==> src/rtl/clsr_pkg.sv <==
// ---------------------------------------------------------------------------
// clsr_pkg
// Types, constants and the microcode program of the combined LCG shuffle RNG.
// ---------------------------------------------------------------------------
`default_nettype none

package clsr_pkg;

  // Generator constants (Schrage factorization: mod = mul * quo + rem)
  localparam logic [30:0] MOD_A  = 31'd2147483563;
  localparam logic [30:0] MOD_B  = 31'd2147483399;
  localparam logic [30:0] INIT_B = 31'd123456789;

  // Extra warm-up steps on a reseed beyond the table depth
  localparam int WARMUP_EXTRA = 8;

  // Reciprocals of the Schrage quotients, scaled by 2^47
  localparam logic [31:0] RECIP_A = 32'((64'd1 << 47) / 64'd53668);
  localparam logic [31:0] RECIP_B = 32'((64'd1 << 47) / 64'd52774);

  typedef struct packed {
    logic [30:0] modulus;
    logic [15:0] mul;
    logic [15:0] quo;
    logic [13:0] rem;
    logic [31:0] recip;
    logic [30:0] init;
  } lane_cst_t;

  localparam lane_cst_t LANE_A_CST = '{
    modulus: MOD_A, mul: 16'd40014, quo: 16'd53668, rem: 14'd12211,
    recip: RECIP_A, init: 31'd0
  };
  localparam lane_cst_t LANE_B_CST = '{
    modulus: MOD_B, mul: 16'd40692, quo: 16'd52774, rem: 14'd3791,
    recip: RECIP_B, init: INIT_B
  };

  // Lane datapath operations, one Schrage phase each
  typedef enum logic [2:0] {
    LOP_NONE,
    LOP_RECIP,  // p = z * recip
    LOP_KQ,     // k = p >> 47, p = k * quo
    LOP_FIX,    // r = z - p, correct k and r by one quotient
    LOP_MR,     // p = mul * r
    LOP_KR,     // q = k * rem
    LOP_FIN     // z = p - q, wrap by the modulus when negative
  } lop_t;

  typedef enum logic [1:0] {
    JMP_NEXT,   // advance to the following step
    JMP_CMD,    // reseed goes to target, next goes to the output sequence
    JMP_LOOP,   // warm-up counter nonzero: count down and go to target
    JMP_END     // release the sequencer
  } jmp_t;

  typedef logic [3:0] upc_t;

  localparam upc_t UPC_DISPATCH = 4'd0;
  localparam upc_t UPC_W_RECIP  = 4'd1;
  localparam upc_t UPC_W_KQ     = 4'd2;
  localparam upc_t UPC_W_FIX    = 4'd3;
  localparam upc_t UPC_W_MR     = 4'd4;
  localparam upc_t UPC_W_KR     = 4'd5;
  localparam upc_t UPC_W_FIN    = 4'd6;
  localparam upc_t UPC_W_STORE  = 4'd7;
  localparam upc_t UPC_S_RECIP  = 4'd8;
  localparam upc_t UPC_S_KQ     = 4'd9;
  localparam upc_t UPC_S_FIX    = 4'd10;
  localparam upc_t UPC_S_MR     = 4'd11;
  localparam upc_t UPC_S_KR     = 4'd12;
  localparam upc_t UPC_S_FIN    = 4'd13;
  localparam upc_t UPC_EMIT     = 4'd14;

  // One control word of the program
  typedef struct packed {
    lop_t op;
    logic b_en;
    logic seed_ld;
    logic warm_wr;
    logic slot_est;
    logic slot_rd;
    logic emit;
    jmp_t jmp;
    upc_t target;
  } ucw_t;

  // Control from the sequencer to the datapath
  typedef struct packed {
    lop_t a_op;
    lop_t b_op;
    logic seed_ld;
    logic warm_wr;
    logic slot_est;
    logic slot_rd;
    logic emit;
  } ctl_t;

  function automatic ucw_t clsr_ucode(input upc_t pc);
    ucw_t w;
    w = '{op: LOP_NONE, b_en: 1'b0, seed_ld: 1'b0, warm_wr: 1'b0,
          slot_est: 1'b0, slot_rd: 1'b0, emit: 1'b0, jmp: JMP_NEXT,
          target: UPC_W_RECIP};
    case (pc)
      UPC_DISPATCH: begin
        w.seed_ld = 1'b1;
        w.jmp     = JMP_CMD;
        w.target  = UPC_W_RECIP;
      end
      UPC_W_RECIP: w.op = LOP_RECIP;
      UPC_W_KQ:    w.op = LOP_KQ;
      UPC_W_FIX:   w.op = LOP_FIX;
      UPC_W_MR:    w.op = LOP_MR;
      UPC_W_KR:    w.op = LOP_KR;
      UPC_W_FIN:   w.op = LOP_FIN;
      UPC_W_STORE: begin
        w.warm_wr = 1'b1;
        w.jmp     = JMP_LOOP;
        w.target  = UPC_W_RECIP;
      end
      UPC_S_RECIP: begin
        w.op       = LOP_RECIP;
        w.b_en     = 1'b1;
        w.slot_est = 1'b1;
      end
      UPC_S_KQ: begin
        w.op      = LOP_KQ;
        w.b_en    = 1'b1;
        w.slot_rd = 1'b1;
      end
      UPC_S_FIX: begin
        w.op   = LOP_FIX;
        w.b_en = 1'b1;
      end
      UPC_S_MR: begin
        w.op   = LOP_MR;
        w.b_en = 1'b1;
      end
      UPC_S_KR: begin
        w.op   = LOP_KR;
        w.b_en = 1'b1;
      end
      UPC_S_FIN: begin
        w.op   = LOP_FIN;
        w.b_en = 1'b1;
      end
      UPC_EMIT: begin
        w.emit = 1'b1;
        w.jmp  = JMP_END;
      end
      default: w.jmp = JMP_END;
    endcase
    return w;
  endfunction

endpackage

`default_nettype wire

==> src/rtl/clsr_lane.sv <==
// ---------------------------------------------------------------------------
// clsr_lane
// One multiplicative generator stepped by Schrage factorization, one phase
// per control word.
// ---------------------------------------------------------------------------
`default_nettype none

module clsr_lane (
  input  wire logic                clk,
  input  wire logic                rst_n,
  input  wire clsr_pkg::lop_t      op,
  input  wire logic                ld,
  input  wire logic [30:0]         ld_val,
  input  wire clsr_pkg::lane_cst_t cst,
  output logic [30:0]              z
);
  import clsr_pkg::*;

  logic [30:0] z_r, z_nxt;
  logic [62:0] p_r, p_nxt;
  logic [15:0] k_r, k_nxt;
  logic [15:0] r_r, r_nxt;
  logic [29:0] q_r, q_nxt;

  logic [62:0] zr_prod;
  logic [31:0] kq_prod;
  logic [31:0] fix_diff;
  logic [31:0] mr_prod;
  logic [29:0] kr_prod;
  logic [32:0] fin_diff;

  assign zr_prod  = z_r * cst.recip;
  assign kq_prod  = p_r[62:47] * cst.quo;
  assign fix_diff = {1'b0, z_r} - p_r[31:0];
  assign mr_prod  = cst.mul * r_r;
  assign kr_prod  = k_r * cst.rem;
  assign fin_diff = {1'b0, p_r[31:0]} - {3'b000, q_r};

  always_comb begin
    z_nxt = z_r;
    p_nxt = p_r;
    k_nxt = k_r;
    r_nxt = r_r;
    q_nxt = q_r;
    if (ld) begin
      z_nxt = ld_val;
    end else begin
      case (op)
        LOP_RECIP: p_nxt = zr_prod;
        LOP_KQ: begin
          k_nxt = p_r[62:47];
          p_nxt = {31'd0, kq_prod};
        end
        LOP_FIX: begin
          // the estimate is short by at most one quotient
          if (fix_diff >= {16'd0, cst.quo}) begin
            k_nxt = k_r + 16'd1;
            r_nxt = 16'(fix_diff - {16'd0, cst.quo});
          end else begin
            r_nxt = 16'(fix_diff);
          end
        end
        LOP_MR:  p_nxt = {31'd0, mr_prod};
        LOP_KR:  q_nxt = kr_prod;
        LOP_FIN: begin
          if (fin_diff[32]) begin
            z_nxt = 31'(fin_diff + {2'b00, cst.modulus});
          end else begin
            z_nxt = fin_diff[30:0];
          end
        end
        default: ;
      endcase
    end
  end

  always_ff @(posedge clk) begin
    if (!rst_n) begin
      z_r <= cst.init;
    end else begin
      z_r <= z_nxt;
    end
  end

  always_ff @(posedge clk) begin
    p_r <= p_nxt;
    k_r <= k_nxt;
    r_r <= r_nxt;
    q_r <= q_nxt;
  end

  assign z = z_r;

endmodule

`default_nettype wire

==> config.mk <==
export PLATFORM = sky130hd
export DESIGN_NAME = clsr_lane
export DESIGN_NICKNAME = d
export VERILOG_FILES = /design/src/rtl/clsr_pkg.sv /design/src/rtl/clsr_lane.sv
export SDC_FILE = /design/constraint.sdc
export NUM_CORES = 2
export LEC_CHECK = 0
export BUFFER_PORTS_ARGS = -buffer_cell sky130_fd_sc_hd__buf_2
export CORE_ASPECT_RATIO = 2
export CORE_MARGIN = 5
export CORE_UTILIZATION = 40
export CTS_CLUSTER_SIZE = 12
export DETAILED_ROUTE_END_ITERATION = 8
export GPL_TIMING_DRIVEN = 0
export PLACE_DENSITY = 0.62
export REMOVE_ABC_BUFFERS = 1
export SYNTH_ARGS = -nofsm -noshare
export SYNTH_HDL_FRONTEND = slang
export SYNTH_SLANG_ARGS = --single-unit
==> constraint.sdc <==
create_clock -name clk -period 23 [get_ports clk]
set_input_delay 4.6 -clock clk [delete_from_list [all_inputs] [get_ports clk]]
set_output_delay 4.6 -clock clk [all_outputs]
set_load 0.005 [all_outputs]
==> flow_metrics.tcl <==
set metrics [dict create \
    slew_headroom_pct 12.2 \
    htree_levels 4 \
    cpMostUsedCell "fa_1" \
    drtPass1Iterations 6 \
    dieArea_mm2 0.177 \
    yosys_warnings 0 \
    ctsHoldBuffers 0 \
    synthArstFlopShare_pct 0 \
    rsz0062_at_grt "no" \
    gp_congestion 1.02 \
    tns_ns 0 \
    crit_required_ns 23.14 \
    pin_count 208 \
    cp_top_family "adder cells" \
    crit_buf_inv 5 \
    worstReg2RegEnd "p_r[31]" \
    core_mm2 0.168 \
    worstSetupPathType "in2reg" \
    syn2layout_area_growth_pct 6.45 \
    post_cts_resized 0 \
    ff2ff_path_depth 24 \
    post-dp-hpwl_um 181000 \
    clock_sinks 141 \
    cp-end-kind "register" \
    grt_max_degree 32 \
    synth.distinct_cells 96 \
    timing.hold.ws_ns 0.861 \
    slew_violations 0 \
    initial_core_util_pct 40.1 \
    cts_made_buffers 17 \
    finalCriticalPeriod_ns 14.27 \
    start_kind "input pin" \
    cts_max_path_buffers 2 \
    grt_pass1_wl_um 334000 \
    nNetsFinal 9734 \
    hold_end "z[30]" \
    outcome "finished, final reports clean" \
    routedWlPerCell_um 22.1 \
    setup_viol 0 \
    worstMarginPinSlew_ns 1.31 \
    avgSynthCellArea_um2 8.94 \
    hold_viol 0 \
    synthTopCellsByArea "fa_1 (42%), ha_1 (12%), inv_1 (8.5%), and2_1 (7.3%), edfxtp_1 (6.3%)" \
    drcViolationCount 0 \
    synth_edf_count 141 \
    detail_route.iter0.violations 2667 \
    cts.reportedPaths.clkPinSlew_ns 0.08 \
    ys_seq_area_share_pct 6.28 \
    rows 213 \
    rr_startpoint "z[6]" \
    ys_seq_elements 141 \
    fin_crit_sh_pct 62.1 \
    yosysMostFrequentCell "inv_1" \
    grt-ovfl-total 0 \
    port_buffers 207 \
    synth_top_area_share_pct 42.2 \
    finClkSkew_ns 0.0130 \
    netlist_top_cells_count "inv_1 (1532), fa_1 (1423), nand2_1 (1097), and2_1 (791), ha_1 (666)" \
    holdPathStages 3 \
    worstPathArrival_ns 14.42 \
    cp_cell_sequence "buf_2, and2_1, fa_1, fa_1, fa_1, inv_1, fa_1, inv_1, fa_1, inv_1, fa_1, inv_1, fa_1, fa_1, ha_1, and3_1, a221o_1, a2111oi_0, o31ai_1, a21oi_1, xnor2_1, a21oi_1, nor3b_1, o311ai_0" \
    clock.fmax_mhz 70.1 \
    crit_start "cst[41]" \
    cp_max_fo 31 \
    cap_violations 0 \
    wirelength_um 216000 \
    synthCells 7550 \
    syn_area_mm2 0.0675 \
    clock_latency_ns 0.48 \
    vias_per_cell 5.44 \
    layout-drive-gt1-share_pct 4.73 \
    synth-main-ff-cell "edfxtp_1" \
    root_buffer "clkbuf_16" \
    crit_slowest_cell "nor3b_1" \
    cpPeakStageDelay_ns 0.78 \
    drtAntennaViolNets 0 \
    cts_setup_buffers 0 \
    holdCritStartpoint "p_r[30]" \
    r2r_slack_ns 12.41 \
    track_usage_pct 24.6 \
    antenna_found_initial 9 \
    synth_largest_area_cell "fa_1" \
    tritoncts "yes" \
    die_x_um 300 \
    grt_pass1_vias 59727 \
    die_h_um 591 \
    vias 52977 \
    hold_path.class "reg2reg" \
]
==> how the worst max path moves through the flow <==
stage | depth (start not counted) | slack [ns] | to
after floorplan | 23 | 11.64 | p_r[51]
after global placement | 24 | 8.58 | p_r[31]
after detailed placement | 24 | 8.46 | p_r[31]
after CTS | 24 | 8.92 | p_r[31]
after global routing | 25 | 8.60 | p_r[31]
final | 24 | 8.73 | p_r[31]
==> logic make-up after synthesis <==
| kind of cell | after synthesis | synth area share, % |
|---|---|---|
| AND/OR/NAND/NOR | 2355 | 17.2 |
| adder cells (fa/ha/maj) | 2089 | 54.6 |
| buffers and inverters | 1892 | 10.6 |
| AO/OA/AOI/OAI | 822 | 7.96 |
| XOR/XNOR | 206 | 2.67 |
| flip-flops | 141 | 6.28 |
| multiplexers | 45 | 0.755 |
==> tightest hold or removal path, delay by kind of cell, from the launching register on <==
family	cells	cell delay (ns)
buf+inv	1	0.14
flops	1	0.36
compound gates	1	0.07
simple gates	1	0.10
==> placed cells by master (no fill, tap or decap), types with 32 or more instances in the layout <==
cell,n
a211oi_1,32
a21o_1,131
a21oi_1,225
and2_1,791
and3_1,32
buf_16,39
buf_2,207
edfxtp_1,141
fa_1,1423
ha_1,666
inv_1,1532
nand2_1,1096
nand3_1,62
nand4_1,37
nor2_1,151
nor3_1,48
o21a_1,39
o21ai_0,151
xnor2_1,126
xor2_1,80
==> cell type report <==
type	instances	area (µm²)
fillers	16600	96300
clock buffers	17	425
well taps	2257	2820
multi-input cells	5517	56100
diodes	6	15.0
flip-flops and latches	141	4230
repair buffers	259	2300
clock inverters	15	150
inverters	1532	5750
==> per-layer routing <==
metal / up-vias / part of all wire [%] / global-route usage, %
li1: 22989 / - / -
met1: 27201 / 32 / 24.0
met2: 1857 / 55 / 47.6
met3: 918 / 3.9 / 2.34
met4: 12 / 9.2 / 17.5
met5: - / 0.037 / 0
==> per-stage QoR <==
stage / util [%] / setup slack [ns] / area [µm²] / instances
final: 42.7 / 8.73 / 71800 / 9744
after global routing: 42.7 / 8.60 / 71800 / 9739
after CTS: 42.7 / 8.92 / 71800 / 9738
after detailed placement: 42.4 / 8.46 / 71200 / 9706
after global placement: 41.6 / 8.58 / 69900 / 9654
after floorplan: - / 11.64 / 66100 / 7190
==> state kept, by name, summed over array words and instances (netlist names) <==
signal and count:
k_r 16, p_r 48, q_r 30, r_r 16, z 31
Power is left out: the tool's default activity adds up to more than one toggle a clock period on the data nets, which glitch-free logic cannot reach.
