--- config.mk ---
export PLATFORM = sky130hd
export DESIGN_NAME = clsr_shuf
export DESIGN_NICKNAME = d
export VERILOG_FILES = /design/src/rtl/clsr_pkg.sv /design/src/rtl/clsr_shuf.sv
export SDC_FILE = /design/constraint.sdc
export NUM_CORES = 1
export LEC_CHECK = 0
export ABC_AREA = 0
export CAP_MARGIN = 20
export CORE_MARGIN = 1
export CORE_UTILIZATION = 50
export DETAILED_ROUTE_END_ITERATION = 10
export DONT_BUFFER_PORTS = 1
export PLACE_DENSITY_LB_ADDON = 0.1
export SLEW_MARGIN = 20
export SYNTH_ARGS = -nofsm -noshare
export SYNTH_HDL_FRONTEND = slang
export SYNTH_SLANG_ARGS = --single-unit
--- constraint.sdc ---
create_clock -name clk -period 10.85 [get_ports clk]
set_input_delay 2.17 -clock clk [delete_from_list [all_inputs] [get_ports clk]]
set_output_delay 2.17 -clock clk [all_outputs]
set_load 0.1 [all_outputs]
--- src/rtl/clsr_pkg.sv ---
// ---------------------------------------------------------------------------
// clsr_pkg
// Types, constants and the microcode program of the combined LCG shuffle RNG.
// ---------------------------------------------------------------------------
`default_nettype none

package clsr_pkg;

  // Generator constants (Schrage factorization: mod = mul * quo + rem)
  localparam logic [30:0] MOD_A  = 31'd2147483563;
  localparam logic [30:0] MOD_B  = 31'd2147483399;
  localparam logic [30:0] INIT_B = 31'd123456789;

  // Extra warm-up steps on a reseed beyond the table depth
  localparam int WARMUP_EXTRA = 8;

  // Reciprocals of the Schrage quotients, scaled by 2^47
  localparam logic [31:0] RECIP_A = 32'((64'd1 << 47) / 64'd53668);
  localparam logic [31:0] RECIP_B = 32'((64'd1 << 47) / 64'd52774);

  typedef struct packed {
    logic [30:0] modulus;
    logic [15:0] mul;
    logic [15:0] quo;
    logic [13:0] rem;
    logic [31:0] recip;
    logic [30:0] init;
  } lane_cst_t;

  localparam lane_cst_t LANE_A_CST = '{
    modulus: MOD_A, mul: 16'd40014, quo: 16'd53668, rem: 14'd12211,
    recip: RECIP_A, init: 31'd0
  };
  localparam lane_cst_t LANE_B_CST = '{
    modulus: MOD_B, mul: 16'd40692, quo: 16'd52774, rem: 14'd3791,
    recip: RECIP_B, init: INIT_B
  };

  // Lane datapath operations, one Schrage phase each
  typedef enum logic [2:0] {
    LOP_NONE,
    LOP_RECIP,  // p = z * recip
    LOP_KQ,     // k = p >> 47, p = k * quo
    LOP_FIX,    // r = z - p, correct k and r by one quotient
    LOP_MR,     // p = mul * r
    LOP_KR,     // q = k * rem
    LOP_FIN     // z = p - q, wrap by the modulus when negative
  } lop_t;

  typedef enum logic [1:0] {
    JMP_NEXT,   // advance to the following step
    JMP_CMD,    // reseed goes to target, next goes to the output sequence
    JMP_LOOP,   // warm-up counter nonzero: count down and go to target
    JMP_END     // release the sequencer
  } jmp_t;

  typedef logic [3:0] upc_t;

  localparam upc_t UPC_DISPATCH = 4'd0;
  localparam upc_t UPC_W_RECIP  = 4'd1;
  localparam upc_t UPC_W_KQ     = 4'd2;
  localparam upc_t UPC_W_FIX    = 4'd3;
  localparam upc_t UPC_W_MR     = 4'd4;
  localparam upc_t UPC_W_KR     = 4'd5;
  localparam upc_t UPC_W_FIN    = 4'd6;
  localparam upc_t UPC_W_STORE  = 4'd7;
  localparam upc_t UPC_S_RECIP  = 4'd8;
  localparam upc_t UPC_S_KQ     = 4'd9;
  localparam upc_t UPC_S_FIX    = 4'd10;
  localparam upc_t UPC_S_MR     = 4'd11;
  localparam upc_t UPC_S_KR     = 4'd12;
  localparam upc_t UPC_S_FIN    = 4'd13;
  localparam upc_t UPC_EMIT     = 4'd14;

  // One control word of the program
  typedef struct packed {
    lop_t op;
    logic b_en;
    logic seed_ld;
    logic warm_wr;
    logic slot_est;
    logic slot_rd;
    logic emit;
    jmp_t jmp;
    upc_t target;
  } ucw_t;

  // Control from the sequencer to the datapath
  typedef struct packed {
    lop_t a_op;
    lop_t b_op;
    logic seed_ld;
    logic warm_wr;
    logic slot_est;
    logic slot_rd;
    logic emit;
  } ctl_t;

  function automatic ucw_t clsr_ucode(input upc_t pc);
    ucw_t w;
    w = '{op: LOP_NONE, b_en: 1'b0, seed_ld: 1'b0, warm_wr: 1'b0,
          slot_est: 1'b0, slot_rd: 1'b0, emit: 1'b0, jmp: JMP_NEXT,
          target: UPC_W_RECIP};
    case (pc)
      UPC_DISPATCH: begin
        w.seed_ld = 1'b1;
        w.jmp     = JMP_CMD;
        w.target  = UPC_W_RECIP;
      end
      UPC_W_RECIP: w.op = LOP_RECIP;
      UPC_W_KQ:    w.op = LOP_KQ;
      UPC_W_FIX:   w.op = LOP_FIX;
      UPC_W_MR:    w.op = LOP_MR;
      UPC_W_KR:    w.op = LOP_KR;
      UPC_W_FIN:   w.op = LOP_FIN;
      UPC_W_STORE: begin
        w.warm_wr = 1'b1;
        w.jmp     = JMP_LOOP;
        w.target  = UPC_W_RECIP;
      end
      UPC_S_RECIP: begin
        w.op       = LOP_RECIP;
        w.b_en     = 1'b1;
        w.slot_est = 1'b1;
      end
      UPC_S_KQ: begin
        w.op      = LOP_KQ;
        w.b_en    = 1'b1;
        w.slot_rd = 1'b1;
      end
      UPC_S_FIX: begin
        w.op   = LOP_FIX;
        w.b_en = 1'b1;
      end
      UPC_S_MR: begin
        w.op   = LOP_MR;
        w.b_en = 1'b1;
      end
      UPC_S_KR: begin
        w.op   = LOP_KR;
        w.b_en = 1'b1;
      end
      UPC_S_FIN: begin
        w.op   = LOP_FIN;
        w.b_en = 1'b1;
      end
      UPC_EMIT: begin
        w.emit = 1'b1;
        w.jmp  = JMP_END;
      end
      default: w.jmp = JMP_END;
    endcase
    return w;
  endfunction

endpackage

`default_nettype wire

--- src/rtl/clsr_shuf.sv ---
// ---------------------------------------------------------------------------
// clsr_shuf
// Shuffle table with valid bits, slot selection from the last output and the
// final combination of the two generators.
// ---------------------------------------------------------------------------
`default_nettype none

module clsr_shuf #(
  parameter int TABLE_DEPTH = 32,
  parameter int JW          = $clog2(TABLE_DEPTH + clsr_pkg::WARMUP_EXTRA)
) (
  input  wire logic           clk,
  input  wire logic           rst_n,
  input  wire clsr_pkg::ctl_t ctl,
  input  wire logic [JW-1:0]  warm_idx,
  input  wire logic [30:0]    z_a,
  input  wire logic [30:0]    z_b,
  output logic [30:0]         y
);
  import clsr_pkg::*;

  localparam int          IW        = $clog2(TABLE_DEPTH);
  localparam logic [63:0] SLOT_DIV  = 64'd1 + (64'(MOD_A) - 64'd1) / 64'(TABLE_DEPTH);
  localparam logic [63:0] SLOT_R64  = (64'd1 << 32) / SLOT_DIV;
  localparam int          RW        = $clog2(SLOT_R64 + 64'd1);
  localparam int          EW        = RW - 1;
  localparam logic [RW-1:0] SLOT_REC = RW'(SLOT_R64);
  localparam logic [30:0] DIV31     = SLOT_DIV[30:0];
  localparam logic [EW:0] SLOT_MAX  = (EW + 1)'(TABLE_DEPTH - 1);

  logic [30:0]            mem [TABLE_DEPTH];
  logic [TABLE_DEPTH-1:0] vld_r;
  logic [30:0]            rd_r;
  logic                   rd_ok_r;
  logic [30:0]            last_r, last_nxt;
  logic [EW-1:0]          est_r;
  logic [IW-1:0]          slot_r, slot_nxt;

  logic [30+RW:0]         sprod;
  logic [EW:0]            est1;
  logic [EW+31:0]         lim;
  logic [EW:0]            slot_full;
  logic                   warm_hit;
  logic                   wr_en;
  logic [IW-1:0]          wr_addr;
  logic [30:0]            rd_val;
  logic [32:0]            y_raw;

  // slot = last / SLOT_DIV, estimated by reciprocal and corrected by one
  assign sprod = last_r * SLOT_REC;
  assign est1  = {1'b0, est_r} + (EW + 1)'(1);
  assign lim   = est1 * DIV31;

  always_comb begin
    if ((EW + 32)'(last_r) >= lim) begin
      slot_full = est1;
    end else begin
      slot_full = {1'b0, est_r};
    end
    if (slot_full > SLOT_MAX) begin
      slot_nxt = IW'(SLOT_MAX);
    end else begin
      slot_nxt = IW'(slot_full);
    end
  end

  assign warm_hit = ctl.warm_wr && (warm_idx < JW'(TABLE_DEPTH));
  assign wr_en    = warm_hit || ctl.emit;
  assign wr_addr  = ctl.emit ? slot_r : IW'(warm_idx);

  // never-written entries read as zero
  assign rd_val = rd_ok_r ? rd_r : 31'd0;
  assign y_raw  = {2'b00, rd_val} - {2'b00, z_b};

  always_comb begin
    if (y_raw[32] || (y_raw == 33'd0)) begin
      y = 31'(y_raw + 33'(MOD_A) - 33'd1);
    end else begin
      y = y_raw[30:0];
    end
  end

  always_comb begin
    last_nxt = last_r;
    if (ctl.emit) begin
      last_nxt = y;
    end else if (ctl.warm_wr && (warm_idx == '0)) begin
      last_nxt = z_a;
    end
  end

  always_ff @(posedge clk) begin
    if (wr_en) begin
      mem[wr_addr] <= z_a;
    end
    if (ctl.slot_rd) begin
      rd_r <= mem[slot_nxt];
    end
  end

  always_ff @(posedge clk) begin
    if (!rst_n) begin
      vld_r   <= '0;
      rd_ok_r <= 1'b0;
      last_r  <= '0;
    end else begin
      if (wr_en) begin
        vld_r[wr_addr] <= 1'b1;
      end
      if (ctl.slot_rd) begin
        rd_ok_r <= vld_r[slot_nxt];
      end
      last_r <= last_nxt;
    end
  end

  always_ff @(posedge clk) begin
    if (ctl.slot_est) begin
      est_r <= sprod[30+RW:32];
    end
    if (ctl.slot_rd) begin
      slot_r <= slot_nxt;
    end
  end

endmodule

`default_nettype wire

==> flow_metrics.env, run 1 <==
export IMPL_crit_fanout=76
export IMPL_synth_async_reset_ratio_pct=0
export IMPL_grt_max_degree=187
export IMPL_totalWireLength_mm=140
export IMPL_synth_top_cell_area_share_pct=64.5
export IMPL_core_area_um2=95200
export IMPL_die_area_um2=97500
export IMPL_start_kind="register"
export IMPL_drt_iter0_drc=3319
export IMPL_r2r_start="est_r[0]"
export IMPL_htreeDepth=3
export IMPL_hold_violations=0
export IMPL_fill_cells=7557
export IMPL_synth_edf_count=1033
export IMPL_synthTopCellsByCount="edfxtp_1 (1,033), nand2_1 (462), a211oi_1 (289)"
export IMPL_place_hpwl_mm=83.7
export IMPL_crit_buf_inv=4
export IMPL_vias=31485
export IMPL_arrival_ns=10.25
export IMPL_rsz0062_at_grt="no"
export IMPL_grt_pass1_wl_mm=203
export IMPL_start_util_pct=50.6
export IMPL_ioPinCount=112
export IMPL_antenna_found_initial=13
export IMPL_clock_fmax_mhz=102
export IMPL_yosysSeqAreaShare_pct=67.1
export IMPL_cpPeakStageDelay_ns=0.62
export IMPL_tns_ns=0
export IMPL_drc=0
export IMPL_root_buffer="clkbuf_16"
export IMPL_synth_most_common_cell="edfxtp_1"
export IMPL_crit_type="reg2reg"
export IMPL_hold_class="reg2reg"
export IMPL_die_height_um=312
export IMPL_netlist_area_um2=48100
export IMPL_clock_skew_ns=0.0239
export IMPL_yosys_warnings=0
export IMPL_gr_usage_all_layers_pct=28.4
export IMPL_syn2layout_area_growth_pct=11.6
export IMPL_synth_ff_type="edfxtp_1"
export IMPL_tightest_slew_ns=1.40
export IMPL_fp_row_count=113
export IMPL_setup_violations_final=0
export IMPL_slowest_stage="edfxtp_1"
export IMPL_synth_cells=3600
export IMPL_cts_tree="built"
export IMPL_globalRouteOverflowTotal=0
export IMPL_netlist_cell_type_count=83
export IMPL_portBuffers=0
export IMPL_synth_area_leader_cell="edfxtp_1"
export IMPL_gp_congestion=0.931
export IMPL_worstSkewPairLatency_ns=0.70
export IMPL_synth_avg_cell_area_um2=13.4
export IMPL_worst_hold_startpoint="vld_r[10]"
export IMPL_cts_sinks=1097
export IMPL_cts_buffer_depth=3
export IMPL_cp_top_family="compound AO/OA/AOI/OAI gates"
export IMPL_dr_pass1_iters=5
export IMPL_cp_end_kind="register"
export IMPL_wire_per_inst_um=28.3
export IMPL_required_ns=11.27
export IMPL_min_period_ns=9.83
export IMPL_post_route_cells_drive_above_1_share_pct=10.7
export IMPL_vias_per_cell=6.37
export IMPL_min_period_over_period_pct=90.6
export IMPL_status="finished clean"
export IMPL_syn_nets=3789
export IMPL_cts_made_buffers=110
export IMPL_finalMaxSlewViolations=0
export IMPL_first_global_vias=30415
export IMPL_ant_nets=0
export IMPL_die_x_um=312
export IMPL_nNetsFinal=3769
export IMPL_maxCapViolCount=0
export IMPL_ys_ff_latch=1097
export IMPL_synth_area_leaders="edfxtp_1 (64%), a211oi_1 (4.5%), nand2_1 (3.6%), and3_1 (3.0%), dfxtp_1 (2.7%)"
export IMPL_cp_startpoint="est_r[0]"
export IMPL_path_clk_slew_ns=0.07
export IMPL_relSlewSlack_pct=6.56
[worst register-to-register path, delay by kind of cell (launching register included)]
kind	cells	cell delay (ns)
buf+inv	4	1.51
simple gates	8	1.64
xor+xnor	2	0.60
flops	1	0.62
mux	1	0.24
compound gates	11	2.71
fa+ha+maj	5	2.24
[cells in the final DEF (no fill, tap or decap), drive strengths merged, types with 8 or more instances in the layout]
cell type     n
o21ba        12
ha           90
a211oi      291
clkinvlp      8
nand4        12
nand2       462
buf         113
mux2i       109
nor3         22
a21oi        59
nor4          9
o21ai        78
and2         46
xor2         20
a22oi        65
o211ai       10
fa           18
clkbuf      137
xnor2        30
nor2         89
diode         8
nand3        58
dfxtp        64
edfxtp     1033
a32oi        31
or3          11
a311oi       35
a21o         25
clkinv       45
a31oi       135
nand2b       12
o21a         44
and3        231
mux2         30
inv          90
a2111oi      40
[cell type report]
type | count | area, um2 | area share (%)
inverter | 85 | 334 | 0.622
multi-input combinational | 2173 | 15100 | 28.0
clock inverter | 64 | 591 | 1.10
clock buffer | 137 | 2850 | 5.32
tap | 1265 | 1580 | 2.95
antenna | 8 | 20.0 | 0.0373
timing repair buffer | 113 | 948 | 1.77
sequential | 1097 | 32300 | 60.2
[metal layers]
layer,vias to the layer above,GRT usage (%),wire (um)
met2,1370,46.4,66700
met5,-,0,13
met1,15876,38.9,57000
met4,2,10.0,4530
met3,255,4.29,11800
li1,13982,-,-
[per-stage QoR]
| step | utilization (%) | worst slack (ns) | cells | hold slack, ns | cell area, um2 |
|---|---|---|---|---|---|
| 6_report | 56.4 | 1.02 | 4942 | 0.463 | 53700 |
| 2_1_floorplan | - | 1.40 | 3600 | 0.431 | 48100 |
| 5_1_grt | 56.4 | 0.288 | 4937 | 0.475 | 53700 |
| 3_5_place_dp | 52.8 | 0.788 | 4733 | 0.452 | 50200 |
| 3_3_place_gp | 52.8 | 0.996 | 4733 | 0.441 | 50200 |
| 4_1_cts | 56.4 | 0.731 | 4934 | 0.467 | 53700 |
[state kept, by name, indices dropped and copies added (netlist names)]
name,cells
slot_r,5
last_r,31
est_r,5
mem,992
rd_r,31
vld_r,32
rd_ok_r,1
[final timing paths]
path / endpoint / slack (ns) / cells past startpoint
setup reg to reg: rd_r[22] / 1.02 / 31
hold / removal: vld_r[10] / 0.46 / 1
hold reg to reg: vld_r[10] / 0.46 / 1
setup / recovery: rd_r[22] / 1.02 / 31
[cell families (layout without fill, tap and decap cells)]
logic type,count (synthesis),in the layout,synth area share [%]
AOI/OAI and AO/OA,892,892,13.5
xor gates and xnor gates,50,50,0.910
adders and majority gates,108,108,3.09
buffers and inverters,330,399,2.60
DFF,1097,1097,67.1
muxes,139,139,2.97
other,0,8,0
and+or+nand+nor,984,984,9.84
[what timing repair did]
action                                  4_1_cts  5_1_grt
endpoints found under the setup margin        0        2
buffers inserted                              0        0
hold endpoints to repair                      0        0
resized for setup                             0        1
hold buffers                                  0        0
Power of run 1 is not shown: default switching activity piles up to over one toggle a cycle in this logic, so the estimate is an artifact.
==> run 2: changes to the inputs <==
Settings changed: CAP_MARGIN 20 to 0, CORE_ASPECT_RATIO set to 2.
==> run 2 against run 1 <==
  * Fmax fell by 2.4%
  * Core utilization fell by 0.28 points
  * Die area barely moved
  * Worst setup slack got worse by 0.24 ns
  * Worst hold slack got worse by 0.0011 ns
  * First-iteration DRC count fell by 8.0%
  * Clock skew rose by 0.0075 ns
  * Wire length rose by 7.1%
  * Final cell count fell by 1.2%
  * Flip-flop and latch count did not move
  * Clock-buffer cell count fell by 18
  * Critical path depth fell by 18
==> flow_metrics.env, run 2 (synthesis gave the netlist of run 1 again) <==
export IMPL_ff2ff_path_depth=29
export IMPL_largest_reg_flops=992
export IMPL_root_buffer="clkbuf_16"
export IMPL_worst_hold_startpoint="vld_r[9]"
export IMPL_tns_ns=0
export IMPL_dp_cells=4699
export IMPL_status="finished clean"
export IMPL_fin_util_pct=56.1
export IMPL_crit_type="in2out"
export IMPL_hold_violations=0
export IMPL_cts_tree="built"
export IMPL_clock_fmax_mhz=99.3
export IMPL_holdPathEnd="vld_r[9]"
export IMPL_cts_buffer_depth=3
export IMPL_gr_usage_all_layers_pct=30.8
export IMPL_r2r_start="est_r[0]"
export IMPL_setup_violations_final=0
export IMPL_die_x_um=221
export IMPL_whs_ns=0.462
export IMPL_place_hpwl_mm=95.0
export IMPL_start_util_pct=50.5
export IMPL_cts_sinks=1097
export IMPL_cp_end_kind="output port"
export IMPL_htreeDepth=3
export IMPL_cts_made_buffers=96
export IMPL_required_ns=8.68
export IMPL_min_period_over_period_pct=92.8
export IMPL_clock_skew_ns=0.0314
export IMPL_regMostFlops="mem"
export IMPL_fp_row_count=160
export IMPL_rr_endpoint="rd_r[4]"
export IMPL_final_common_cell="edfxtp_1"
export IMPL_stdcell_count=4885
export IMPL_totalWireLength_mm=150
export IMPL_gp_congestion=0.920
export IMPL_post_route_cells_drive_above_1_share_pct=10.8
export IMPL_relSlewSlack_pct=22.4
export IMPL_worstSkewPairLatency_ns=0.72
export IMPL_r2r_slack_ns=0.92
export IMPL_drt_iter0_drc=3055
export IMPL_globalRouteOverflowTotal=0
export IMPL_wire_per_inst_um=30.7
export IMPL_syn2layout_area_growth_pct=11.2
export IMPL_cts_setup_buffers=0
export IMPL_maxCapViolCount=0
export IMPL_reg_top3="mem (992), vld_r (32)"
export IMPL_grt_max_degree=161
export IMPL_ctsHoldBuffers=0
export IMPL_rsz0062_at_grt="no"
export IMPL_whs_path_depth=1
export IMPL_core_area_um2=95300
export IMPL_vias_per_cell=6.54
export IMPL_grt_pass1_wl_mm=216
export IMPL_finalMaxSlewViolations=0
export IMPL_nNetsFinal=3771
export IMPL_layout_common_cells="edfxtp_1 (1,033), nand2_1 (461), a211oi_1 (289)"
export IMPL_crit_fanout=12
export IMPL_ioPinCount=112
export IMPL_hold_class="reg2reg"
export IMPL_first_global_vias=32110
export IMPL_die_height_um=441
export IMPL_path_clk_slew_ns=0.07
export IMPL_antenna_found_initial=11
export IMPL_dr_pass1_iters=7
export IMPL_start_kind="input pin"
export IMPL_die_area_um2=97600
export IMPL_vias=31943
export IMPL_tightest_slew_ns=1.16
export IMPL_cts_resized_gates=0
export IMPL_min_period_ns=10.07
export IMPL_arrival_ns=7.90
export IMPL_portBuffers=0
export IMPL_drc=0
export IMPL_ant_nets=0
[run 2: worst max-delay path, stage by stage]
cell     delay [ns]
inv_1          0.03
ha_1           0.41
a21oi_1        0.21
o211a_1        0.28
o41ai_2        0.89
o41ai_1        0.21
xor2_1         0.88
nand4_1        0.59
nor4b_4        0.79
o21ai_2        0.35
or4_1          0.52
nand2_1        0.21
buf_4          0.33
[run 2: metrics by stage]
stage | cell area [um2] | setup WS [ns]
after global routing | 53500 | 0.348
after global placement | 50400 | 1.11
after CTS | 53500 | 0.886
after detailed placement | 50400 | 0.933
final | 53500 | 0.776
after floorplan | 48100 | 1.40
[run 2: metal layers]
layer	track usage, %	vias up	wire length, um	part of all wire (%)
li1	-	13963	-	-
met1	34.0	16305	52400	35
met2	55.3	1284	77400	52
met3	4.50	387	9720	6.5
met4	20.1	4	10500	7.0
met5	0	-	25	0.017
[run 2: worst max path at each step]
stage	cells past startpoint	end	slack [ns]	from
floorplan	15	y[29]	1.40	z_b[0]
global placement	15	y[23]	1.11	z_b[0]
detailed placement	29	rd_r[4]	0.93	est_r[0]
CTS	29	rd_r[4]	0.89	est_r[0]
global route	27	rd_r[4]	0.35	est_r[0]
finish	13	y[23]	0.78	z_b[10]
[run 2: final cells by class]
type | instances | area [um2]
clock inverters | 63 | 502
well taps | 1215 | 1520
flip-flops and latches | 1097 | 32300
diodes | 4 | 10.0
fillers | 7677 | 41800
repair buffers | 129 | 1220
inverters | 85 | 334
clock buffers | 119 | 2560
multi-input cells | 2173 | 15100
Power of run 2 is left out for the same reason.
