--- src/rtl/clsr_pkg.sv ---
// ---------------------------------------------------------------------------
// clsr_pkg
// Types, constants and the microcode program of the combined LCG shuffle RNG.
// ---------------------------------------------------------------------------
`default_nettype none

package clsr_pkg;

  // Generator constants (Schrage factorization: mod = mul * quo + rem)
  localparam logic [30:0] MOD_A  = 31'd2147483563;
  localparam logic [30:0] MOD_B  = 31'd2147483399;
  localparam logic [30:0] INIT_B = 31'd123456789;

  // Extra warm-up steps on a reseed beyond the table depth
  localparam int WARMUP_EXTRA = 8;

  // Reciprocals of the Schrage quotients, scaled by 2^47
  localparam logic [31:0] RECIP_A = 32'((64'd1 << 47) / 64'd53668);
  localparam logic [31:0] RECIP_B = 32'((64'd1 << 47) / 64'd52774);

  typedef struct packed {
    logic [30:0] modulus;
    logic [15:0] mul;
    logic [15:0] quo;
    logic [13:0] rem;
    logic [31:0] recip;
    logic [30:0] init;
  } lane_cst_t;

  localparam lane_cst_t LANE_A_CST = '{
    modulus: MOD_A, mul: 16'd40014, quo: 16'd53668, rem: 14'd12211,
    recip: RECIP_A, init: 31'd0
  };
  localparam lane_cst_t LANE_B_CST = '{
    modulus: MOD_B, mul: 16'd40692, quo: 16'd52774, rem: 14'd3791,
    recip: RECIP_B, init: INIT_B
  };

  // Lane datapath operations, one Schrage phase each
  typedef enum logic [2:0] {
    LOP_NONE,
    LOP_RECIP,  // p = z * recip
    LOP_KQ,     // k = p >> 47, p = k * quo
    LOP_FIX,    // r = z - p, correct k and r by one quotient
    LOP_MR,     // p = mul * r
    LOP_KR,     // q = k * rem
    LOP_FIN     // z = p - q, wrap by the modulus when negative
  } lop_t;

  typedef enum logic [1:0] {
    JMP_NEXT,   // advance to the following step
    JMP_CMD,    // reseed goes to target, next goes to the output sequence
    JMP_LOOP,   // warm-up counter nonzero: count down and go to target
    JMP_END     // release the sequencer
  } jmp_t;

  typedef logic [3:0] upc_t;

  localparam upc_t UPC_DISPATCH = 4'd0;
  localparam upc_t UPC_W_RECIP  = 4'd1;
  localparam upc_t UPC_W_KQ     = 4'd2;
  localparam upc_t UPC_W_FIX    = 4'd3;
  localparam upc_t UPC_W_MR     = 4'd4;
  localparam upc_t UPC_W_KR     = 4'd5;
  localparam upc_t UPC_W_FIN    = 4'd6;
  localparam upc_t UPC_W_STORE  = 4'd7;
  localparam upc_t UPC_S_RECIP  = 4'd8;
  localparam upc_t UPC_S_KQ     = 4'd9;
  localparam upc_t UPC_S_FIX    = 4'd10;
  localparam upc_t UPC_S_MR     = 4'd11;
  localparam upc_t UPC_S_KR     = 4'd12;
  localparam upc_t UPC_S_FIN    = 4'd13;
  localparam upc_t UPC_EMIT     = 4'd14;

  // One control word of the program
  typedef struct packed {
    lop_t op;
    logic b_en;
    logic seed_ld;
    logic warm_wr;
    logic slot_est;
    logic slot_rd;
    logic emit;
    jmp_t jmp;
    upc_t target;
  } ucw_t;

  // Control from the sequencer to the datapath
  typedef struct packed {
    lop_t a_op;
    lop_t b_op;
    logic seed_ld;
    logic warm_wr;
    logic slot_est;
    logic slot_rd;
    logic emit;
  } ctl_t;

  function automatic ucw_t clsr_ucode(input upc_t pc);
    ucw_t w;
    w = '{op: LOP_NONE, b_en: 1'b0, seed_ld: 1'b0, warm_wr: 1'b0,
          slot_est: 1'b0, slot_rd: 1'b0, emit: 1'b0, jmp: JMP_NEXT,
          target: UPC_W_RECIP};
    case (pc)
      UPC_DISPATCH: begin
        w.seed_ld = 1'b1;
        w.jmp     = JMP_CMD;
        w.target  = UPC_W_RECIP;
      end
      UPC_W_RECIP: w.op = LOP_RECIP;
      UPC_W_KQ:    w.op = LOP_KQ;
      UPC_W_FIX:   w.op = LOP_FIX;
      UPC_W_MR:    w.op = LOP_MR;
      UPC_W_KR:    w.op = LOP_KR;
      UPC_W_FIN:   w.op = LOP_FIN;
      UPC_W_STORE: begin
        w.warm_wr = 1'b1;
        w.jmp     = JMP_LOOP;
        w.target  = UPC_W_RECIP;
      end
      UPC_S_RECIP: begin
        w.op       = LOP_RECIP;
        w.b_en     = 1'b1;
        w.slot_est = 1'b1;
      end
      UPC_S_KQ: begin
        w.op      = LOP_KQ;
        w.b_en    = 1'b1;
        w.slot_rd = 1'b1;
      end
      UPC_S_FIX: begin
        w.op   = LOP_FIX;
        w.b_en = 1'b1;
      end
      UPC_S_MR: begin
        w.op   = LOP_MR;
        w.b_en = 1'b1;
      end
      UPC_S_KR: begin
        w.op   = LOP_KR;
        w.b_en = 1'b1;
      end
      UPC_S_FIN: begin
        w.op   = LOP_FIN;
        w.b_en = 1'b1;
      end
      UPC_EMIT: begin
        w.emit = 1'b1;
        w.jmp  = JMP_END;
      end
      default: w.jmp = JMP_END;
    endcase
    return w;
  endfunction

endpackage

`default_nettype wire

--- src/rtl/clsr_useq.sv ---
// ---------------------------------------------------------------------------
// clsr_useq
// Microprogram sequencer: step counter, warm-up loop counter and jumps.
// ---------------------------------------------------------------------------
`default_nettype none

module clsr_useq #(
  parameter int TABLE_DEPTH = 32,
  parameter int JW          = $clog2(TABLE_DEPTH + clsr_pkg::WARMUP_EXTRA)
) (
  input  wire logic          clk,
  input  wire logic          rst_n,
  input  wire logic          start,
  input  wire logic          cmd,
  input  wire logic          out_stall,
  output logic               busy,
  output clsr_pkg::ctl_t     ctl,
  output logic [JW-1:0]      warm_idx
);
  import clsr_pkg::*;

  localparam logic [JW-1:0] WARM_LAST = JW'(TABLE_DEPTH + WARMUP_EXTRA - 1);

  logic          busy_r, busy_nxt;
  upc_t          pc_r, pc_nxt;
  logic [JW-1:0] j_r, j_nxt;
  logic          cmd_r, cmd_nxt;
  ucw_t          uw;
  logic          stall;

  assign uw    = clsr_ucode(pc_r);
  assign stall = uw.emit && out_stall;

  // next step
  always_comb begin
    busy_nxt = busy_r;
    pc_nxt   = pc_r;
    j_nxt    = j_r;
    cmd_nxt  = cmd_r;
    if (start) begin
      busy_nxt = 1'b1;
      pc_nxt   = UPC_DISPATCH;
      cmd_nxt  = cmd;
    end else if (busy_r && !stall) begin
      case (uw.jmp)
        JMP_NEXT: pc_nxt = pc_r + 4'd1;
        JMP_CMD: begin
          if (cmd_r) begin
            pc_nxt = uw.target;
            j_nxt  = WARM_LAST;
          end else begin
            pc_nxt = UPC_S_RECIP;
          end
        end
        JMP_LOOP: begin
          if (j_r != '0) begin
            j_nxt  = j_r - JW'(1);
            pc_nxt = uw.target;
          end else begin
            pc_nxt = pc_r + 4'd1;
          end
        end
        JMP_END: begin
          busy_nxt = 1'b0;
          pc_nxt   = UPC_DISPATCH;
        end
        default: begin
          busy_nxt = 1'b0;
          pc_nxt   = UPC_DISPATCH;
        end
      endcase
    end
  end

  // control outputs, quiet while idle
  always_comb begin
    ctl.a_op     = busy_r ? uw.op : LOP_NONE;
    ctl.b_op     = (busy_r && uw.b_en) ? uw.op : LOP_NONE;
    ctl.seed_ld  = busy_r && uw.seed_ld && cmd_r;
    ctl.warm_wr  = busy_r && uw.warm_wr;
    ctl.slot_est = busy_r && uw.slot_est;
    ctl.slot_rd  = busy_r && uw.slot_rd;
    ctl.emit     = busy_r && uw.emit && !out_stall;
  end

  always_ff @(posedge clk) begin
    if (!rst_n) begin
      busy_r <= 1'b0;
      pc_r   <= UPC_DISPATCH;
      j_r    <= '0;
      cmd_r  <= 1'b0;
    end else begin
      busy_r <= busy_nxt;
      pc_r   <= pc_nxt;
      j_r    <= j_nxt;
      cmd_r  <= cmd_nxt;
    end
  end

  assign busy     = busy_r;
  assign warm_idx = j_r;

endmodule

`default_nettype wire

--- config.mk ---
export PLATFORM = sky130hd
export DESIGN_NAME = clsr_useq
export DESIGN_NICKNAME = d
export VERILOG_FILES = /design/src/rtl/clsr_pkg.sv /design/src/rtl/clsr_useq.sv
export SDC_FILE = /design/constraint.sdc
export NUM_CORES = 1
export LEC_CHECK = 0
export BUFFER_PORTS_ARGS = -buffer_cell sky130_fd_sc_hd__buf_2
export CAP_MARGIN = 30
export CORE_ASPECT_RATIO = 0.7
export CORE_MARGIN = 2
export CORE_UTILIZATION = 48
export CTS_BUF_LIST = sky130_fd_sc_hd__clkbuf_8
export DETAILED_ROUTE_END_ITERATION = 10
export HOLD_SLACK_MARGIN = 0.02
export PLACE_DENSITY = 0.75
export RECOVER_POWER = 100
export SLEW_MARGIN = 20
export SYNTH_ARGS = -nofsm -noshare
export SYNTH_HDL_FRONTEND = slang
export SYNTH_SLANG_ARGS = --single-unit
--- constraint.sdc ---
create_clock -name clk -period 3.3 [get_ports clk]
set_clock_uncertainty 0.15 [all_clocks]
set_input_delay 0.33 -clock clk [delete_from_list [all_inputs] [get_ports clk]]
set_output_delay 0.33 -clock clk [all_outputs]
set_load 0.01 [all_outputs]
==> flow_summary.yaml, run 1 <==
worst_setup_path:
  worst_r2r_startpoint: "pc_r[0]"
  crit_end: "warm_idx[2]"
  cell_by_cell_listing_of_the_critical_path: "inv_1, ha_1, or3b_1, o211ai_1, or4_1, o31a_2, o21a_1"
  worst_ep_required_time_ns: 3.29
  worst-setup-path-type: "flop to flop"
  crit_fanout: 12
  worstReg2RegEnd: "warm_idx[2]"
  worst-endpoint-arrival_ns: 2.67
  ff2ff_path_depth: 7
  worst_path_max_delay_cell: "sky130_fd_sc_hd__or4_1"
  r2r_setup_slack_ns: 0.62
  setup.worst_path.end_class: "flop"
  critical_path.startpoint: "pc_r[0]"
  worst_setup_path_start_kind: "flop"
  slowest_stage_delay_on_critical_path_ns: 0.71
clock_tree:
  tritoncts_num_sinks: 12
  cts_tree: "done"
  clock_tree.root_cell: "sky130_fd_sc_hd__clkbuf_8"
  setup_repair_bufs_after_cts: 0
  cts.reportedPaths.clkPinSlew_ns: 0.05
  cts.htree.levels: 1
  cts_made_buffers: 3
  cts_repair_resize_count: 0
  worstSkewPairLatency_ns: 0.25
  cts.path.max_buffers: 2
  cts_hold_buf: 0
finish:
  antennaDiodeCount: 0
  drive_above_1_share_pct: 7.84
  final.fill_count: 194
  layout.area.seq_um2: 240
  multi_input_comb_area_um2: 719
  layout.nets: 166
  final_area_mm2: 0.00114
  fin_cells: 175
  area.growth.synth_to_final_pct: 10.3
logic_synthesis:
  netlist_area_mm2: 0.00103
  ys.flop_type: "sky130_fd_sc_hd__dfxtp_1"
  synth-seq-area-share_pct: 23.3
  postSynthAreaPerCell_um2: 7.57
  async_flop_share_pct: 0
  ys_warn_count: 0
  postSynthCellCount: 136
  yosys_register_bits: 12
  synth-edff-count: 0
  mappedNetlistNets: 147
  post_synth_num_cell_types: 46
timing:
  final_critical_period_ns: 2.68
  fmax_mhz: 373
  timing_max_transition_violations_final: 0
  worst_relative_slew_slack_pct: 57.8
  unrepaired_setup_endpoints_after_global_routing: "false"
  total_setup_violations_reported_at_the_end_of_the_flow: 0
  report.final.hold_viol_count: 0
  layout_worst_path_cycle_share_pct: 81.3
  max_slew.worst_pin.slew_ns: 0.632
  tns_ns: 0
  worst_slack_ns: 0.618
floorplan:
  dieWidth_um: 59.4
  die-area_mm2: 0.00254
  floorplan.io_pins: 23
  floorplan.rows: 13
  chipHeight_um: 42.8
  placeableCoreArea_mm2: 0.00194
  initial_utilization_pct: 53.2
place:
  post-dp-hpwl_um: 1850
  gpl.final_weighted_congestion: 0.952
  post_dp_cell_area_mm2: 0.00112
  number_of_cells_in_the_design_after_placement: 172
  io_buffers: 22
  pre_cts_ws_ns: 0.811
run:
  cap_viol_max_count: 0
global_route:
  grt_pass1_wl_um: 3950
  first_global_vias: 844
  grt_usage_pct: 20.2
  grt_ovf: 0
  grt_start_max_net_pins: 22
  antenna_found_initial: 0
routing:
  drtPass1Iterations: 4
  drt-vias-per-instance: 5.97
  post-route-drc-count: 0
  detail-route-antenna-nets: 0
  finalWirelength_um: 2490
  drt-wirelength-per-cell_um: 14.2
  count_of_vias_placed_by_the_detailed_router: 1045
  initial_drc_count: 99
worst_hold_path:
  worst_hold_path_type: "input port to flop"
power:
  pwr_density_cell_mw_per_mm2: 309
  cellLeakagePower_nw: 0.391
  irDropWorstVdd_v: 0.000286
run_status:
  status: "complete, no violations"
-- metal layers --
metal / share of wire [%] / track usage (%) / up-vias
met2: 41 / 26.2 / 46
li1: - / - / 536
met4: 0.56 / 5.00 / 0
met5: 0 / 0 / -
met1: 49 / 31.2 / 461
met3: 9.3 / 6.40 / 2
-- cell usage after synthesis, types with 4 or more instances --
master	n	area, µm²
sky130_fd_sc_hd__nor2b_1	6	37.5
sky130_fd_sc_hd__buf_2	4	20.0
sky130_fd_sc_hd__o21ai_0	8	40.0
sky130_fd_sc_hd__nand2_1	10	37.5
sky130_fd_sc_hd__nand3_1	5	25.0
sky130_fd_sc_hd__a21oi_1	7	35.0
sky130_fd_sc_hd__nand2b_1	4	25.0
sky130_fd_sc_hd__o21a_1	4	30.0
sky130_fd_sc_hd__dfxtp_1	12	240
sky130_fd_sc_hd__inv_1	5	18.8
sky130_fd_sc_hd__ha_1	6	75.1
sky130_fd_sc_hd__nor2_1	16	60.1
-- layout make-up --
cell class,count,area share (%)
well taps,22,2.42
repair buffers,22,7.82
multi-input cells,111,63.3
clock buffers,3,3.63
flip-flops and latches,12,21.1
inverters,5,1.65
-- cell usage in the layout, fill, tap and decap left out, types with 2 or more instances in the layout --
master,count
sky130_fd_sc_hd__a21oi_1,7
sky130_fd_sc_hd__a31oi_1,3
sky130_fd_sc_hd__clkbuf_1,17
sky130_fd_sc_hd__o221a_2,2
sky130_fd_sc_hd__nor3b_1,2
sky130_fd_sc_hd__mux2i_1,2
sky130_fd_sc_hd__inv_1,5
sky130_fd_sc_hd__o22ai_1,2
sky130_fd_sc_hd__o21ai_0,8
sky130_fd_sc_hd__nor2_1,16
sky130_fd_sc_hd__clkbuf_8,3
sky130_fd_sc_hd__buf_2,5
sky130_fd_sc_hd__and2_1,2
sky130_fd_sc_hd__ha_1,6
sky130_fd_sc_hd__nor2b_1,6
sky130_fd_sc_hd__nand4_1,3
sky130_fd_sc_hd__nand2_1,10
sky130_fd_sc_hd__o211ai_1,2
sky130_fd_sc_hd__nand3b_1,2
sky130_fd_sc_hd__nand3_1,5
sky130_fd_sc_hd__nand2b_1,4
sky130_fd_sc_hd__nor3_1,3
sky130_fd_sc_hd__dfxtp_1,12
sky130_fd_sc_hd__o21a_1,4
-- logic make-up (layout without fill, tap and decap cells) --
| family | count (synthesis) | count (layout) | share of synthesized area [%] |
|---|---|---|---|
| buf+inv | 13 | 30 | 5.95 |
| mux | 2 | 2 | 1.94 |
| simple gates | 62 | 62 | 33.2 |
| fa+ha+maj | 6 | 6 | 7.29 |
| flops | 12 | 12 | 23.3 |
| xor+xnor | 1 | 1 | 0.851 |
| compound gates | 40 | 40 | 27.5 |
-- metrics by stage --
stage          hold slack [ns]  utilization [%]  total power, mW
2_1_floorplan            0.304                -            0.204
3_3_place_gp             0.342             58.1            0.218
3_5_place_dp             0.358             58.1            0.220
4_1_cts                  0.198             60.2            0.356
5_1_grt                  0.218             58.7            0.369
6_report                 0.202             58.7            0.351
-- how the worst min path moves through the flow --
| stage | cells after the start | end | from | slack [ns] |
|---|---|---|---|---|
| after detailed placement | 2 | warm_idx[1] | warm_idx[1] | 0.36 |
| after floorplan | 1 | busy | start | 0.30 |
| after global routing | 2 | busy | start | 0.22 |
| final | 3 | cmd_r | cmd | 0.20 |
| after global placement | 2 | warm_idx[3] | warm_idx[3] | 0.34 |
| after CTS | 3 | cmd_r | cmd | 0.20 |
-- registers in the layout (all words and copies together), names as in the netlist --
| name | count |
|---|---|
| warm_idx | 6 |
| cmd_r | 1 |
| busy | 1 |
| pc_r | 4 |
-- critical path: cells and delay by family (launching register included) --
family          cells  cell delay (ns)
flops               1             0.44
simple gates        2             0.95
fa+ha+maj           1             0.29
buf+inv             1             0.11
compound gates      3             0.64
-- power breakdown --
group          internal, mW  switching, mW  total [mW]
sequential            0.150         0.0101       0.160
combinational        0.0233         0.0331      0.0564
clock                0.0805         0.0542       0.135
No activity file was read; power rests on OpenSTA's default activity.
==> inputs of run 2 (changes only) <==
--- a/config.mk
+++ b/config.mk
@@ -13,7 +13,7 @@
 export CTS_BUF_LIST = sky130_fd_sc_hd__clkbuf_8
 export DETAILED_ROUTE_END_ITERATION = 10
 export HOLD_SLACK_MARGIN = 0.02
-export PLACE_DENSITY = 0.75
+export PLACE_DENSITY = 0.78
 export RECOVER_POWER = 100
 export SLEW_MARGIN = 20
 export SYNTH_ARGS = -nofsm -noshare
==> constraint.sdc (replaced) <==
create_clock -name clk -period 2.43 [get_ports clk]
set_clock_uncertainty 0.15 [all_clocks]
set_input_delay 0.243 -clock clk [delete_from_list [all_inputs] [get_ports clk]]
set_output_delay 0.243 -clock clk [all_outputs]
set_load 0.01 [all_outputs]
==> run 2 against run 1 <==
Compared with the run above:
- via count grew 8.4%
- combinational power grew 61%
- clock power grew 30%
- final cell count grew 3.4%
- largest power group unchanged
- first-iteration DRC count shrank 36%
- critical endpoint unchanged
==> flow_summary.yaml, run 2 (synthesis results as in run 1) <==
floorplan:
  die-area_mm2: 0.00254
  dieWidth_um: 59.4
  placeableCoreArea_mm2: 0.00194
  floorplan.io_pins: 23
  initial_utilization_pct: 53.2
  chipHeight_um: 42.8
  floorplan.rows: 13
power:
  power_uw: 477
  pwr_density_cell_mw_per_mm2: 393
  irDropWorstVdd_v: 0.000248
  cellLeakagePower_nw: 0.465
finish:
  layout.area.seq_um2: 241
  finish.utilization_pct: 62.6
  drive_above_1_share_pct: 21.4
  area.growth.synth_to_final_pct: 17.6
  antennaDiodeCount: 0
  layout_commonest_cell: "sky130_fd_sc_hd__nor2_1"
  layout.nets: 172
  mostFrequentLayoutCells: "16 x sky130_fd_sc_hd__nor2_1, 15 x sky130_fd_sc_hd__buf_2, 11 x sky130_fd_sc_hd__dfxtp_1"
  multi_input_comb_area_um2: 734
  final.fill_count: 192
  largest_reg_flops: 6
global_route:
  first_global_vias: 992
  grt_pass1_wl_um: 4390
  grt_start_max_net_pins: 17
  antenna_found_initial: 0
  grt_usage_pct: 22.3
  grt_ovf: 0
worst_setup_path:
  ff2ff_path_depth: 7
  crit_fanout: 12
  worst-endpoint-arrival_ns: 2.29
  cell_by_cell_listing_of_the_critical_path: "inv_1, ha_1, or3b_1, o211ai_1, or4_4, o31a_2, o21a_1"
  worst_ep_required_time_ns: 2.41
  worst_r2r_startpoint: "pc_r[1]"
  r2r_setup_slack_ns: 0.12
  slowest_stage_delay_on_critical_path_ns: 0.59
  worst_setup_path_start_kind: "flop"
  worst_path_max_delay_cell: "sky130_fd_sc_hd__or4_4"
  setup.worst_path.end_class: "flop"
  path_depth: 7
  worstReg2RegEnd: "warm_idx[2]"
  worst-setup-path-type: "flop to flop"
  timing.critical_path.max_delay_family: "simple AND/OR/NAND/NOR gates"
  worstPathBufferInverterCount: 1
place:
  io_buffers: 22
  pre_cts_ws_ns: 0.106
  post-dp-hpwl_um: 1990
  gpl.final_weighted_congestion: 0.959
worst_hold_path:
  min_path_cells: 3
  worstHoldEndpoint: "cmd_r"
  worst_hold_path_type: "input port to flop"
  timing.hold.worst.start: "cmd"
clock_tree:
  cts.htree.levels: 1
  clock_tree.root_cell: "sky130_fd_sc_hd__clkbuf_8"
  cts_made_buffers: 3
  cts.reportedPaths.clkPinSlew_ns: 0.05
  tritoncts_num_sinks: 12
  cts_tree: "done"
  cts.path.max_buffers: 2
  cts_hold_buf: 0
  worstSkewPairLatency_ns: 0.24
  cts_repair_resize_count: 0
  setup_repair_bufs_after_cts: 0
timing:
  tns_ns: 0
  worst_relative_slew_slack_pct: 67.6
  unrepaired_setup_endpoints_after_global_routing: "false"
  max_slew.worst_pin.slew_ns: 0.484
  final.hold.worst_slack_ns: 0.123
  timing_max_transition_violations_final: 0
  total_setup_violations_reported_at_the_end_of_the_flow: 0
  final_critical_period_ns: 2.31
  report.final.hold_viol_count: 0
  layout_worst_path_cycle_share_pct: 95.0
  fmax_mhz: 433
  worst_slack_ns: 0.122
routing:
  initial_drc_count: 63
  drt-wirelength-per-cell_um: 14.4
  drt-vias-per-instance: 6.26
  post-route-drc-count: 0
  drtPass1Iterations: 5
  finalWirelength_um: 2610
  count_of_vias_placed_by_the_detailed_router: 1133
  detail-route-antenna-nets: 0
run:
  cap_viol_max_count: 0
run_status:
  status: "complete, no violations"
[run 2: cell types whose count changed in the layout (fill, tap and decap cells not counted), sizes merged]
cell | previous run | this run
clkbuf | 20 | 10
buf | 5 | 21
[run 2: final cells by class]
type	count	share of cell area, %
multi-input combinational	111	60.6
sequential	12	19.9
timing repair buffer	28	12.2
clock buffer	3	3.41
tap	22	2.27
inverter	5	1.55
[run 2: worst max-delay path by stage]
stage                  from           to  slack (ns)
finish              pc_r[1]  warm_idx[2]        0.12
global route        pc_r[1]       ctl[5]       0.005
CTS                 pc_r[1]  warm_idx[2]        0.09
detailed placement  pc_r[1]  warm_idx[2]        0.11
global placement    pc_r[1]  warm_idx[2]        0.19
floorplan           pc_r[0]  warm_idx[0]        0.14
[run 2: worst reg2reg max path, cell delays in order (launching register included)]
cell and delay [ns]:
sky130_fd_sc_hd__dfxtp_2 0.38, sky130_fd_sc_hd__inv_1 0.08, sky130_fd_sc_hd__ha_1 0.19, sky130_fd_sc_hd__or3b_1 0.21
sky130_fd_sc_hd__o211ai_1 0.14, sky130_fd_sc_hd__or4_4 0.59, sky130_fd_sc_hd__o31a_2 0.38, sky130_fd_sc_hd__o21a_1 0.10
[run 2: power by group]
group | total (mW) | internal (mW) | leakage, nW | switching, mW
registers | 0.210 | 0.204 | 0.0981 | 0.00650
logic | 0.0906 | 0.0365 | 0.345 | 0.0541
clock network | 0.176 | 0.109 | 0.0216 | 0.0672
total | 0.477 | 0.349 | 0.465 | 0.128
[run 2: per-layer routing]
metal | up-vias | wire (µm) | global-route usage (%) | share of wire, %
li1 | 550 | - | - | -
met1 | 525 | 1220 | 32.2 | 47
met2 | 52 | 1120 | 32.1 | 43
met3 | 6 | 241 | 6.71 | 9.2
met4 | 0 | 19 | 4.55 | 0.73
met5 | - | 0 | 0 | 0
[run 2: stage by stage]
stage,instance area (µm²),cells
CTS,1210,181
detailed placement,1170,178
global route,1210,181
finish,1210,181
global placement,1170,178
floorplan,1030,136
